### config.mk
export PLATFORM = sky130hd
export DESIGN_NAME = hbp_outq
export DESIGN_NICKNAME = d
export VERILOG_FILES = /design/src/rtl/hbp_pkg.sv /design/src/rtl/hbp_outq.sv
export SDC_FILE = /design/constraint.sdc
export NUM_CORES = 1
export LEC_CHECK = 0
export ABC_AREA = 0
export ABC_CLOCK_PERIOD_IN_PS = 2300
export BUFFER_PORTS_ARGS = -buffer_cell sky130_fd_sc_hd__buf_2
export CORE_MARGIN = 2
export CORE_UTILIZATION = 32
export CTS_CLUSTER_SIZE = 25
export DETAILED_ROUTE_END_ITERATION = 16
export PLACE_DENSITY = 0.65
export SLEW_MARGIN = 20
export SYNTH_ARGS = -nofsm -noshare
export SYNTH_HDL_FRONTEND = slang
export SYNTH_SLANG_ARGS = --single-unit
export TNS_END_PERCENT = 1
### constraint.sdc
create_clock -name i_clk -period 2.3 [get_ports i_clk]
set_clock_uncertainty 0.05 [all_clocks]
set_input_delay 0.23 -clock i_clk [delete_from_list [all_inputs] [get_ports i_clk]]
set_output_delay 0.23 -clock i_clk [all_outputs]
set_load 0.05 [all_outputs]
### src/rtl/hbp_pkg.sv
// ----------------------------------------------------------------------------
// hbp_pkg
// Shared types and constants for the Huffman bit packer.
// ----------------------------------------------------------------------------
package hbp_pkg;

    localparam logic [1:0] REQ_LOAD   = 2'd0;
    localparam logic [1:0] REQ_ENCODE = 2'd1;
    localparam logic [1:0] REQ_FINISH = 2'd2;

    localparam int CODE_W    = 32;
    localparam int LEN_W     = 6;
    localparam int PART_W    = 7;
    localparam int WORK_W    = PART_W + CODE_W;
    localparam int TOT_W     = 6;
    localparam int PEND_W    = 3;

    localparam int Q_DEPTH   = 2;
    localparam int Q_AW      = 1;
    localparam int Q_CW      = 2;

    typedef struct packed {
        logic [1:0]        req_type;
        logic [7:0]        symbol;
        logic [CODE_W-1:0] code_value;
        logic [LEN_W-1:0]  code_length;
    } t_item;

    typedef struct packed {
        logic [7:0] out_byte;
        logic       last_in_run;
        logic       end_of_stream;
    } t_result;

    typedef struct packed {
        logic [1:0]        kind;
        logic [7:0]        symbol;
        logic [CODE_W-1:0] code_bits;
        logic [LEN_W-1:0]  code_len;
    } t_cmd;

    typedef struct packed {
        logic [CODE_W-1:0] code_bits;
        logic [LEN_W-1:0]  code_len;
    } t_entry;

endpackage

### src/rtl/hbp_outq.sv
// ----------------------------------------------------------------------------
// hbp_outq
// Two-entry result queue between the packer and the output port.
// ----------------------------------------------------------------------------
module hbp_outq (
    input  logic             i_clk,
    input  logic             i_rst_n,
    input  logic             i_push,
    input  hbp_pkg::t_result i_res,
    output logic             o_full,
    output logic             empty,
    input  logic             pop,
    output hbp_pkg::t_result o_result
);

    hbp_pkg::t_result          r_q [hbp_pkg::Q_DEPTH];
    logic [hbp_pkg::Q_AW-1:0]  r_wp;
    logic [hbp_pkg::Q_AW-1:0]  r_rp;
    logic [hbp_pkg::Q_CW-1:0]  r_cnt;
    logic                      wr;
    logic                      rd;

    assign o_full   = (r_cnt == hbp_pkg::Q_CW'(hbp_pkg::Q_DEPTH));
    assign empty    = (r_cnt == '0);
    assign o_result = r_q[r_rp];
    assign wr       = i_push && !o_full;
    assign rd       = pop && !empty;

    always_ff @(posedge i_clk) begin
        if (wr) begin
            r_q[r_wp] <= i_res;
        end
    end

    always_ff @(posedge i_clk) begin
        if (!i_rst_n) begin
            r_wp  <= '0;
            r_rp  <= '0;
            r_cnt <= '0;
        end else begin
            if (wr) begin
                r_wp <= r_wp + 1'b1;
            end
            if (rd) begin
                r_rp <= r_rp + 1'b1;
            end
            r_cnt <= r_cnt + hbp_pkg::Q_CW'(wr) - hbp_pkg::Q_CW'(rd);
        end
    end

endmodule

==> Yosys cells after proc, flatten, opt, wreduce, memory -nomap -nowiden <==
Memories as Yosys holds them, arrays and structs flattened. A register that Yosys moved wholly into a read port is not among the register bits.
Cells that the tools add are included.
{ "totals": {"input_bits": 14, "rom_bits": 0, "elab_cells": 18, "ram_bits": 20, "latchBits": 0, "n_memories": 1, "out_inout_bits": 12, "regBits": 4} }
{ "memory_table": {"columns": ["name", "depth", "width", "rd", "rd_ports_with_merged_regs", "write_ports", "line", "source"], "rows": [
  ["r_q", 2, 10, 1, 1, 1, "hbp_outq.sv:16", "hbp_pkg::t_result r_q [hbp_pkg::Q_DEPTH];"]
]} }
{ "classes": {"n_lt_le_gt_ge": 0, "add_sub_neg": 4, "n_shift": 0, "mux": 4, "reduce_logical": 5, "n_bitwise": 0, "n_eq_ne": 1, "multipliers": 0, "div_mod_pow": 0} }
{ "op_table": {"columns": ["op", "count"], "rows": [
  ["2-to-1 mux 1 bit", 4],
  ["adder 1 bit (second input constant)", 2],
  ["adder 2 x 1 -> 2 bit", 1],
  ["equality test 2 bit (second input constant)", 1],
  ["logical AND 1 bit", 2],
  ["zero test 1 bit", 2],
  ["zero test 2 bit", 1],
  ["subtractor 2 x 1 -> 2 bit", 1]
]} }

==> Depth between registers and ports, before layout <==
{ "depth": {"depth_word": 5, "mapped_depth": 8, "depth_no_buf": 8} }

==> Worst setup path after synthesis <==
No wires, ideal clock.
{ "synth_timing": {"path_type": "register to register", "startpoint": "register r_cnt[0] (netlist bit)", "endpoint": "register r_cnt[1] (netlist bit)", "synth_period_minus_slack_ns": 1.595, "t_arrival_ns": 1.467, "t_required_ns": 2.172, "stages_incl_launch_ff": 9, "path_buffers": 0, "setup_slack_ns": 0.705, "setup_ns": 0.078, "path_cell_list": "dfxtp_1 > nand2b_1 > nand2_1 > ha_1 > inv_1 > ha_1 > xor2_1 > and2_2 > nor3_1"} }
{ "synth_between": {"elab_chain_cells": 5, "elab_cells_between_ends": 8, "cone_classes": "add/sub (2); eq/ne (1); reduce/logical (5)"} }
{ "synth_lines": {"columns": ["item", "line", "source"], "rows": [
  ["from (decl)", "hbp_outq.sv:19", "logic [hbp_pkg::Q_CW-1:0] r_cnt;"],
  ["from (signal assigned)", "hbp_outq.sv:47", "r_cnt <= r_cnt + hbp_pkg::Q_CW'(wr) - hbp_pkg::Q_CW'(rd);"],
  ["equality test 2 bit", "hbp_outq.sv:23", "assign o_full = (r_cnt == hbp_pkg::Q_CW'(hbp_pkg::Q_DEPTH));"],
  ["zero test 1 bit", "hbp_outq.sv:26", "assign wr = i_push && !o_full;"],
  ["logical AND 1 bit", "hbp_outq.sv:26", null],
  ["adder 2 x 1 -> 2 bit", "hbp_outq.sv:47", null],
  ["subtractor 2 x 1 -> 2 bit (*)", "hbp_outq.sv:47", null]
]} }
Every way passes the cells marked *; elsewhere a longest branch is shown, timed or not.
A chain may end at the register's enable or synchronous reset.

==> flow_metrics.py <==
metrics = {
    "timing": {
        "worst_pin_slew_ns": 0.507,
        "rsz0062_at_grt": "no",
        "fin_tns_setup_ns": 0,
        "slew_viol_final": 0,
        "timing.fmax_mhz": 550,
        "finalSetupViolCount": 0,
        "fin_ws_ns": 0.482,
        "hold_viol_final": 0,
        "max_slew_margin_pct": 66.2,
        "period_share_pct": 79.1,
        "fin_crit_ns": 1.82,
    },
    "worst_setup_path": {
        "cp_max_fo": 10,
        "slowest_delay_ns": 0.63,
        "cp.required_ns": 2.02,
        "worst_path_max_delay_cell": "dfxtp_1",
        "cp-start-kind": "flop",
        "critPathCaptureType": "output port",
        "critical_path.cell_chain": "mux2_2, buf_2",
        "crit_type": "flop to output port",
        "crit_arrival_ns": 1.54,
    },
    "layout": {
        "mostFrequentLayoutCell": "buf_2",
        "nNetsFinal": 104,
        "multi_input_area_sq_um": 238,
        "layout_common_cells": "buf_2 (25), edfxtp_1 (20), mux2_2 (10)",
        "utilization_pct": 40.9,
        "fillers": 282,
        "antennaDiodeCount": 0,
        "syn_to_final_growth_pct": 19.9,
        "ff_latch_area_sq_um": 701,
        "drive_above_1_share_pct": 47.1,
    },
    "floorplanning": {
        "start_util_pct": 34.1,
        "die_h_microns": 58.7,
        "ios": 26,
        "rows": 19,
        "die-width_microns": 58.7,
        "die-area_sq_um": 3440,
        "coreArea_sq_um": 2810,
    },
    "logic_synthesis": {
        "syn_area_per_cell_sq_um": 16.5,
        "ys_types": 17,
        "synth_area_leaders": "edfxtp_1 (63%), mux2_2 (12%), dfxtp_1 (10%), ha_1 (2.6%), nor2_1 (2.0%)",
        "synth_cells": 58,
        "synth_area_sq_um": 957,
        "yosysTopAreaCell": "edfxtp_1",
        "synthArstFlopShare_pct": 0,
        "yosysTopAreaCellShare_pct": 62.7,
        "ys_seq_area_share_pct": 73.2,
        "ys_seq_elements": 25,
        "ys.flop_type": "edfxtp_1",
        "synth_edf_count": 20,
        "synth_fp_nets": 74,
        "ys_warn_count": 0,
    },
    "clock_network": {
        "hold_buffers": 0,
        "cts_resized": 0,
        "htree_levels": 1,
        "clkTransAtPathRegs_ns": 0.12,
        "clockBufferDepth": 2,
        "cts_tree": "yes",
        "clock_latency_ns": 0.30,
        "numCtsBuffers": 3,
        "postCtsSetupBuffers": 0,
        "cts.root.buffer_cell": "clkbuf_4",
        "cts.sinks": 25,
    },
    "placement": {
        "place_ws_ns": 0.596,
        "dp_hpwl_microns": 1110,
        "place.gp.congestion": 0.584,
        "io_buffers": 25,
    },
    "global_route": {
        "top_usage_layer": "met2",
        "met3_usage_pct": 2.64,
        "grt_max_degree": 14,
        "grt_pass1_vias": 561,
        "grtUsageTotal_pct": 9.34,
        "use_met1_pct": 9.96,
        "grt_pass1_wl_microns": 2290,
        "grt_remaining_overflow": 0,
        "grt_antenna_before_repair": 0,
        "grt_util_met2_pct": 17.2,
    },
    "routing": {
        "drc_errors": 2,
        "antenna_left": 0,
        "dr.pass1.iters": 10,
        "wire_per_inst_microns": 12.7,
        "dr.first_iter.drc_count": 7,
        "drt-vias-per-instance": 4.60,
        "vias": 543,
        "routed_wl_microns": 1490,
    },
    "power": {
        "p_leak_nw": 0.471,
        "powerDensity_nw_per_um2": 1260,
        "ir_drop_v": 0.000629,
    },
    "outcome": {
        "violations": "design-rule violations",
        "status": "finished, violations left",
    },
    "run": {
        "max-cap-violations": 0,
    },
    "hold_path": {
        "hold_class": "input pin to flop",
    },
}
## per-layer routing
layer,wire (microns),vias to the layer above
met2,822,19
met1,550,260
met5,0,-
li1,-,264
met4,0,0
met3,121,0
## flip-flops by register name, summed over array words and instances, names as in the netlist, named ones only
signal  count
r_q        20
r_cnt       2
r_wp        1
r_rp        1
## cell type report
class	instances	area share [%]
sequential	25	61.1
multi-input combinational	29	20.7
timing repair buffer	26	11.6
tap	31	3.38
clock buffer	4	2.29
inverter	3	0.981
## stage by stage
stage / instance area, sq um / hold WS, ns / power (mW) / cells
finish: 1150 / 0.0644 / 1.45 / 118
global route: 1150 / 0.0292 / 1.53 / 118
CTS: 1150 / 0.0505 / 1.47 / 118
detailed placement: 1120 / 0.376 / 1.29 / 114
global placement: 1120 / 0.370 / 1.27 / 114
floorplan: 957 / 0.279 / 1.15 / 58
## critical path, delay by kind of cell, from the launching register on
| kind | cells | cell delay (ns) |
|---|---|---|
| flops | 1 | 0.63 |
| mux | 1 | 0.40 |
| buf+inv | 1 | 0.21 |
## power breakdown
group / switching [mW] / internal, mW
logic: 0.432 / 0.191
clock network: 0.113 / 0.0675
registers: 0.0580 / 0.589
## synth_stat cells, types with 2 or more instances
cell type and number:
nor2_1 5, edfxtp_1 20, ha_1 2, nand2b_1 2, nand2_1 2, inv_1 3, dfxtp_1 5, mux2_2 10
## final timing paths
| path | slack (ns) | endpoint | cells after the start | start |
|---|---|---|---|---|
| worst max-delay path | 0.48 | o_result[4] | 2 | flop |
| worst min-delay path | 0.06 | r_q[0][8] | 1 | i_res[8] |
| worst max register to register | 0.58 | r_cnt[1] | 8 | r_cnt[0] |
| worst min register to register | 0.45 | r_wp | 2 | r_wp |
## cells by family (layout without fill, tap and decap cells)
logic type | Yosys count | after routing | share of synthesized area, %
DFF | 25 | 25 | 73.2
and+or+nand+nor | 13 | 13 | 6.67
muxes | 11 | 11 | 12.8
buffers and inverters | 4 | 33 | 1.96
adders and majority gates | 2 | 2 | 2.61
xor gates and xnor gates | 2 | 2 | 1.83
AOI/OAI and AO/OA | 1 | 1 | 0.915
Note: power is estimated with default switching activity, not from simulation.
