$ cat config.mk
export PLATFORM = sky130hd
export DESIGN_NAME = hbp_front
export DESIGN_NICKNAME = d
export VERILOG_FILES = /design/src/rtl/hbp_pkg.sv /design/src/rtl/hbp_front.sv
export SDC_FILE = /design/constraint.sdc
export NUM_CORES = 1
export LEC_CHECK = 0
export BUFFER_PORTS_ARGS = -buffer_cell sky130_fd_sc_hd__buf_4
export CAP_MARGIN = 20
export CELL_PAD_IN_SITES_DETAIL_PLACEMENT = 0
export CELL_PAD_IN_SITES_GLOBAL_PLACEMENT = 1
export CORE_ASPECT_RATIO = 1.75
export CORE_MARGIN = 2
export CORE_UTILIZATION = 30
export DETAILED_ROUTE_END_ITERATION = 10
export MAX_ROUTING_LAYER = met4
export PLACE_DENSITY = 0.6
export SYNTH_ARGS = -nofsm -noshare
export SYNTH_HDL_FRONTEND = slang
export SYNTH_SLANG_ARGS = --single-unit
$ cat constraint.sdc
create_clock -name i_clk -period 2.85 [get_ports i_clk]
set_input_delay 0.4275 -clock i_clk [delete_from_list [all_inputs] [get_ports i_clk]]
set_output_delay 0.4275 -clock i_clk [all_outputs]
set_load 0.01 [all_outputs]
$ cat src/rtl/hbp_pkg.sv
// ----------------------------------------------------------------------------
// hbp_pkg
// Shared types and constants for the Huffman bit packer.
// ----------------------------------------------------------------------------
package hbp_pkg;

    localparam logic [1:0] REQ_LOAD   = 2'd0;
    localparam logic [1:0] REQ_ENCODE = 2'd1;
    localparam logic [1:0] REQ_FINISH = 2'd2;

    localparam int CODE_W    = 32;
    localparam int LEN_W     = 6;
    localparam int PART_W    = 7;
    localparam int WORK_W    = PART_W + CODE_W;
    localparam int TOT_W     = 6;
    localparam int PEND_W    = 3;

    localparam int Q_DEPTH   = 2;
    localparam int Q_AW      = 1;
    localparam int Q_CW      = 2;

    typedef struct packed {
        logic [1:0]        req_type;
        logic [7:0]        symbol;
        logic [CODE_W-1:0] code_value;
        logic [LEN_W-1:0]  code_length;
    } t_item;

    typedef struct packed {
        logic [7:0] out_byte;
        logic       last_in_run;
        logic       end_of_stream;
    } t_result;

    typedef struct packed {
        logic [1:0]        kind;
        logic [7:0]        symbol;
        logic [CODE_W-1:0] code_bits;
        logic [LEN_W-1:0]  code_len;
    } t_cmd;

    typedef struct packed {
        logic [CODE_W-1:0] code_bits;
        logic [LEN_W-1:0]  code_len;
    } t_entry;

endpackage

$ cat src/rtl/hbp_front.sv
// ----------------------------------------------------------------------------
// hbp_front
// Accepts request items, drops ones with no effect, saturates code lengths
// and queues the resulting commands for the packer.
// ----------------------------------------------------------------------------
module hbp_front #(
    parameter int MAX_CODE_LEN = 32,
    parameter int SYMBOL_COUNT = 256
) (
    input  logic          i_clk,
    input  logic          i_rst_n,
    input  logic          push,
    output logic          full,
    input  hbp_pkg::t_item i_item,
    output logic          o_cmd_valid,
    output hbp_pkg::t_cmd o_cmd,
    input  logic          i_cmd_take
);

    localparam int EFF_LEN = (MAX_CODE_LEN < hbp_pkg::CODE_W) ? MAX_CODE_LEN
                                                              : hbp_pkg::CODE_W;

    hbp_pkg::t_cmd                 r_q [hbp_pkg::Q_DEPTH];
    logic [hbp_pkg::Q_AW-1:0]      r_wp;
    logic [hbp_pkg::Q_AW-1:0]      r_rp;
    logic [hbp_pkg::Q_CW-1:0]      r_cnt;

    logic                          in_range;
    logic                          keep;
    logic                          wr;
    logic                          rd;
    hbp_pkg::t_cmd                 cmd;

    assign full     = (r_cnt == hbp_pkg::Q_CW'(hbp_pkg::Q_DEPTH));
    assign in_range = ({1'b0, i_item.symbol} < 9'(SYMBOL_COUNT));

    always_comb begin
        cmd.kind      = i_item.req_type;
        cmd.symbol    = i_item.symbol;
        cmd.code_bits = i_item.code_value;
        cmd.code_len  = (i_item.code_length > hbp_pkg::LEN_W'(EFF_LEN))
                        ? hbp_pkg::LEN_W'(EFF_LEN) : i_item.code_length;
        case (i_item.req_type)
            hbp_pkg::REQ_LOAD:   keep = in_range;
            hbp_pkg::REQ_ENCODE: keep = in_range;
            hbp_pkg::REQ_FINISH: keep = 1'b1;
            default:             keep = 1'b0;
        endcase
    end

    assign wr          = push && !full && keep;
    assign o_cmd_valid = (r_cnt != '0);
    assign o_cmd       = r_q[r_rp];
    assign rd          = o_cmd_valid && i_cmd_take;

    always_ff @(posedge i_clk) begin
        if (wr) begin
            r_q[r_wp] <= cmd;
        end
    end

    always_ff @(posedge i_clk) begin
        if (!i_rst_n) begin
            r_wp  <= '0;
            r_rp  <= '0;
            r_cnt <= '0;
        end else begin
            if (wr) begin
                r_wp <= r_wp + 1'b1;
            end
            if (rd) begin
                r_rp <= r_rp + 1'b1;
            end
            r_cnt <= r_cnt + hbp_pkg::Q_CW'(wr) - hbp_pkg::Q_CW'(rd);
        end
    end

endmodule

* After elaboration in Yosys (flattened, before gate mapping) *
Memory sizes are Yosys's and may differ from the RTL's. A register that Yosys moved wholly into a read port is not among the register bits.
Cells that the tools add are included.

cells by class
  add/sub/neg operators = 4
  $lt $le $gt $ge = 1
  equal/unequal tests = 3
  multiplexer cells = 6
  reductions and logical operators = 7

operators by type and width
  cell                 count
  $gt 6x6->1 const B   1
  $mux 6               1
  $mux 1               5
  $eq 2x2->1 const B   2
  $logic_and 1x1->1    3
  $reduce_or 3->1      1
  $add 1x1->1 const B  2
  $add 2x1->2          1
  $eq 2x1->1 const B   1
  $logic_not 2->1      1
  $reduce_bool 2->1    1
  $sub 2x1->2          1
  $logic_not 1->1      1

storage, ports and cells
  register bits = 4
  RAM bits = 96
  input port bits = 52
  logic and storage cells = 25
  memories = 1

memories
  name  depth  width  read ports  clocked after Yosys merged registers in  wr ports  RTL line         RTL
  r_q   2      48     1           1                                        1         hbp_front.sv:23  hbp_pkg::t_cmd r_q [hbp_pkg::Q_DEPTH];

* Depth between registers and ports, before layout *
  depth in word-level cells = 6
  mapped depth = 8
  mapped depth without buffers = 8

* Worst setup path before layout *
No wires, ideal clock.

  kind = register to register
  from = reg r_cnt[1] (netlist bit)
  to = mem r_q[0][0] (netlist bit) (enable)
  library setup time = 0.454 ns
  data arrival time = 2.688 ns
  data required time = 2.396 ns
  setup slack = -0.291 ns
  cell stages (with the launch flop) = 4
  buffers on the path = 0
  period minus slack after synthesis = 3.141 ns
  cells stage by stage = dfxtp_1 nor2b_2 nand3b_4 nor2_1

on the way
  cells in the longest elaborated chain, start to end = 6

ends and longest elaborated chain
  item                            RTL line         RTL
  start, declared                 hbp_front.sv:26  logic [hbp_pkg::Q_CW-1:0] r_cnt;
  start signal, assigned          hbp_front.sv:74  r_cnt <= r_cnt + hbp_pkg::Q_CW'(wr) - hbp_pkg::Q_CW'(rd);
  $eq 2x2->1                      hbp_front.sv:34  assign full = (r_cnt == hbp_pkg::Q_CW'(hbp_pkg::Q_DEPTH));
  via full                        hbp_front.sv:13  output logic full,
  $logic_not 1->1                 hbp_front.sv:51  assign wr = push && !full && keep;
  $logic_and 1x1->1 (2 in a row)  hbp_front.sv:51
  $mux 1                          hbp_front.sv:57  if (wr) begin
  $mux 1 (implied by the code)    hbp_front.sv:58  r_q[r_wp] <= cmd;
  end, declared                   hbp_front.sv:23

The timed path passes the listed nets, and every way through them passes these cells.

==> results.json <==
{
  "nets": 347,
  "synthArstFlopShare_pct": 0,
  "clk_latency_ns": 0.34,
  "cts_root_buf": "clkbuf_16",
  "period_share_pct": 72.5,
  "yosys.area.top_type": "edfxtp_1",
  "fin_crit_ns": 2.07,
  "critPathArrivalTime_ns": 1.64,
  "setup_viol": 0,
  "crit_type": "flip-flop to primary output",
  "syn_area_per_cell_um2": 21.2,
  "grt_pass1_vias": 2018,
  "post-cts-setup-buffers": 0,
  "dp_hpwl_mm": 4.81,
  "grt_usage_pct": 10.7,
  "crit_chain": "buf_4 -> mux2_2 -> buf_4",
  "synthTopCellsByCount": "96 x edfxtp_1, 28 x mux2_2, 20 x mux2_4",
  "grt_max_degree": 29,
  "start_kind": "flip-flop",
  "synth_area_leaders": "edfxtp_1 75%, mux2_2 8.2%, mux2_4 7.8%",
  "ys_warn_count": 0,
  "maxCapViolations": 0,
  "rsz0062_at_grt": "no",
  "hold_viol": 0,
  "num_vias": 1945,
  "dieArea_um2": 13700,
  "post_cts_resized": 0,
  "slowest_stage": "buf_4",
  "grt_pass1_wl_mm": 10.2,
  "seq_area_frac_synth_pct": 77.8,
  "max_stage_delay_ns": 0.40,
  "io_buffers": 101,
  "die_w_um": 89.4,
  "ant_nets": 0,
  "place_congestion": 0.685,
  "cts-htree-levels": 3,
  "drive_gt1_share_pct": 59.1,
  "hold_slack_ns": 0.267,
  "synth.most_common_cell": "edfxtp_1",
  "relSlewSlack_pct": 67.7,
  "antenna_found_initial": 0,
  "synth_edf_count": 96,
  "drt_iter0_drc": 116,
  "crit_required_ns": 2.42,
  "fin_util_pct": 40.9,
  "synth_top_cell_area_share_pct": 75.2,
  "tightest_slew_ns": 0.484,
  "clk_pin_slew_ns": 0.07,
  "p_leak_nw": 1.93,
  "hold_class": "input pin to flip-flop",
  "start_util_pct": 30.7,
  "diodes": 0,
  "area_delta_synth_final_pct": 33.4,
  "drt-total-wl_mm": 6.94,
  "drc": 0,
  "vias_per_cell": 4.17,
  "syn-cell-area_um2": 3830,
  "overflow": 0,
  "peakVddDrop_uv": 295,
  "postSynthCellCount": 181,
  "max_freq_ghz": 0.484,
  "cts_hold_buf": 0,
  "n_fill_cell": 1165,
  "cts_tree": "built",
  "endpoint_kind": "primary output",
  "multi_input_area_um2": 810,
  "cp.buffers_inverters": 2,
  "cts.sinks": 101,
  "register_area_um2": 2980,
  "syn_nets": 235,
  "status": "finished clean",
  "cpMostUsedCell": "buf_4",
  "setup_slack_ns": 0.785,
  "path_delay_family": "buffers and inverters",
  "cts_buffers": 9,
  "rows": 54,
  "die_h_um": 154,
  "boundaryPins": 102,
  "fp.coreArea_um2": 12500,
  "power_density_nw_per_um2": 828,
  "finClkSkew_ns": 0.00669,
  "synth_cell_types": 19,
  "ys.flop_type": "edfxtp_1",
  "synth_seq_cells": 101,
  "cts_buffer_depth": 2,
  "cp_max_fo": 28,
  "place_ws_ns": 1.02,
  "avgRoutedWirePerCell_um": 14.9,
  "slew_violations": 0,
  "drtPass1Iterations": 4
}
-- where the power goes --
part	switching, W	internal [W]	total [W]	leakage [nW]
clock network	0.000525	0.000685	0.00121	0.148
registers	0.0000472	0.00182	0.00187	0.932
logic	0.000516	0.000636	0.00115	0.854
-- cell families (layout without fill, tap and decap cells) --
group / after synthesis / count (layout) / share of synthesized area, %
fa+ha+maj: 2 / 2 / 0.653
buf+inv: 8 / 125 / 1.44
xor+xnor: 3 / 3 / 0.686
simple gates: 17 / 17 / 2.87
compound gates: 1 / 1 / 0.196
mux: 49 / 49 / 16.3
flops: 101 / 101 / 77.8
-- state kept, by name, indices dropped and copies added (netlist names), named ones only --
| signal | cells |
|---|---|
| r_cnt | 2 |
| r_q | 96 |
| r_rp | 1 |
| r_wp | 1 |
-- cells in the final DEF (no fill, tap or decap) --
cell	instances
buf_4	107
dfxtp_2	1
edfxtp_1	96
clkinv_1	1
bufinv_16	1
nand3b_4	1
clkinv_2	1
and2_1	2
dfxtp_1	4
clkbuf_16	9
nand2_1	3
nor2_4	2
xnor2_1	3
mux2_4	20
o21a_1	1
clkinv_4	2
mux2_2	28
nor2b_2	1
ha_1	2
mux2i_1	1
inv_1	2
inv_6	2
nor2b_1	7
or2_2	1
-- metrics by stage --
stage | cell area [µm²] | cells | total power, W | setup TNS (ns)
2_1_floorplan | 3830 | 181 | 0.00260 | -27.97
3_3_place_gp | 4810 | 450 | 0.00308 | 0
3_5_place_dp | 4810 | 450 | 0.00309 | 0
4_1_cts | 5110 | 466 | 0.00431 | 0
5_1_grt | 5110 | 466 | 0.00445 | 0
6_report | 5110 | 466 | 0.00423 | 0
-- final cells by class --
class                      instances  area share (%)
clock buffer                       9            4.40
clock inverter                     7            1.44
inverter                           2           0.147
multi-input combinational         72            15.8
sequential                       101            58.4
tap                              168            4.11
timing repair buffer             107            15.7
-- worst register-to-register path: cells and delay by family, from the launching register on --
kind	cells	cell delay, ns
xor gates and xnor gates	2	0.26
adders and majority gates	2	0.48
buffers and inverters	1	0.04
DFF	1	0.33
and+or+nand+nor	3	0.52
-- layer usage --
metal | GRT usage, % | part of all wire [%] | up-vias
met1 | 9.88 | 35 | 955
met2 | 19.1 | 58 | 60
met5 | - | 0 | -
met3 | 2.63 | 5.0 | 11
met4 | 5.97 | 2.5 | 0
li1 | - | - | 919
-- worst paths after layout --
kind         slack (ns)         end  cells after the start       start
max                0.78   o_cmd[32]                      3   flip-flop
min                0.27  r_q[1][16]                      1  i_item[16]
min reg2reg        0.52        r_wp                      2        r_wp
max reg2reg        1.12    r_cnt[1]                      8    r_cnt[1]
Power figures use the tool's default switching activity.
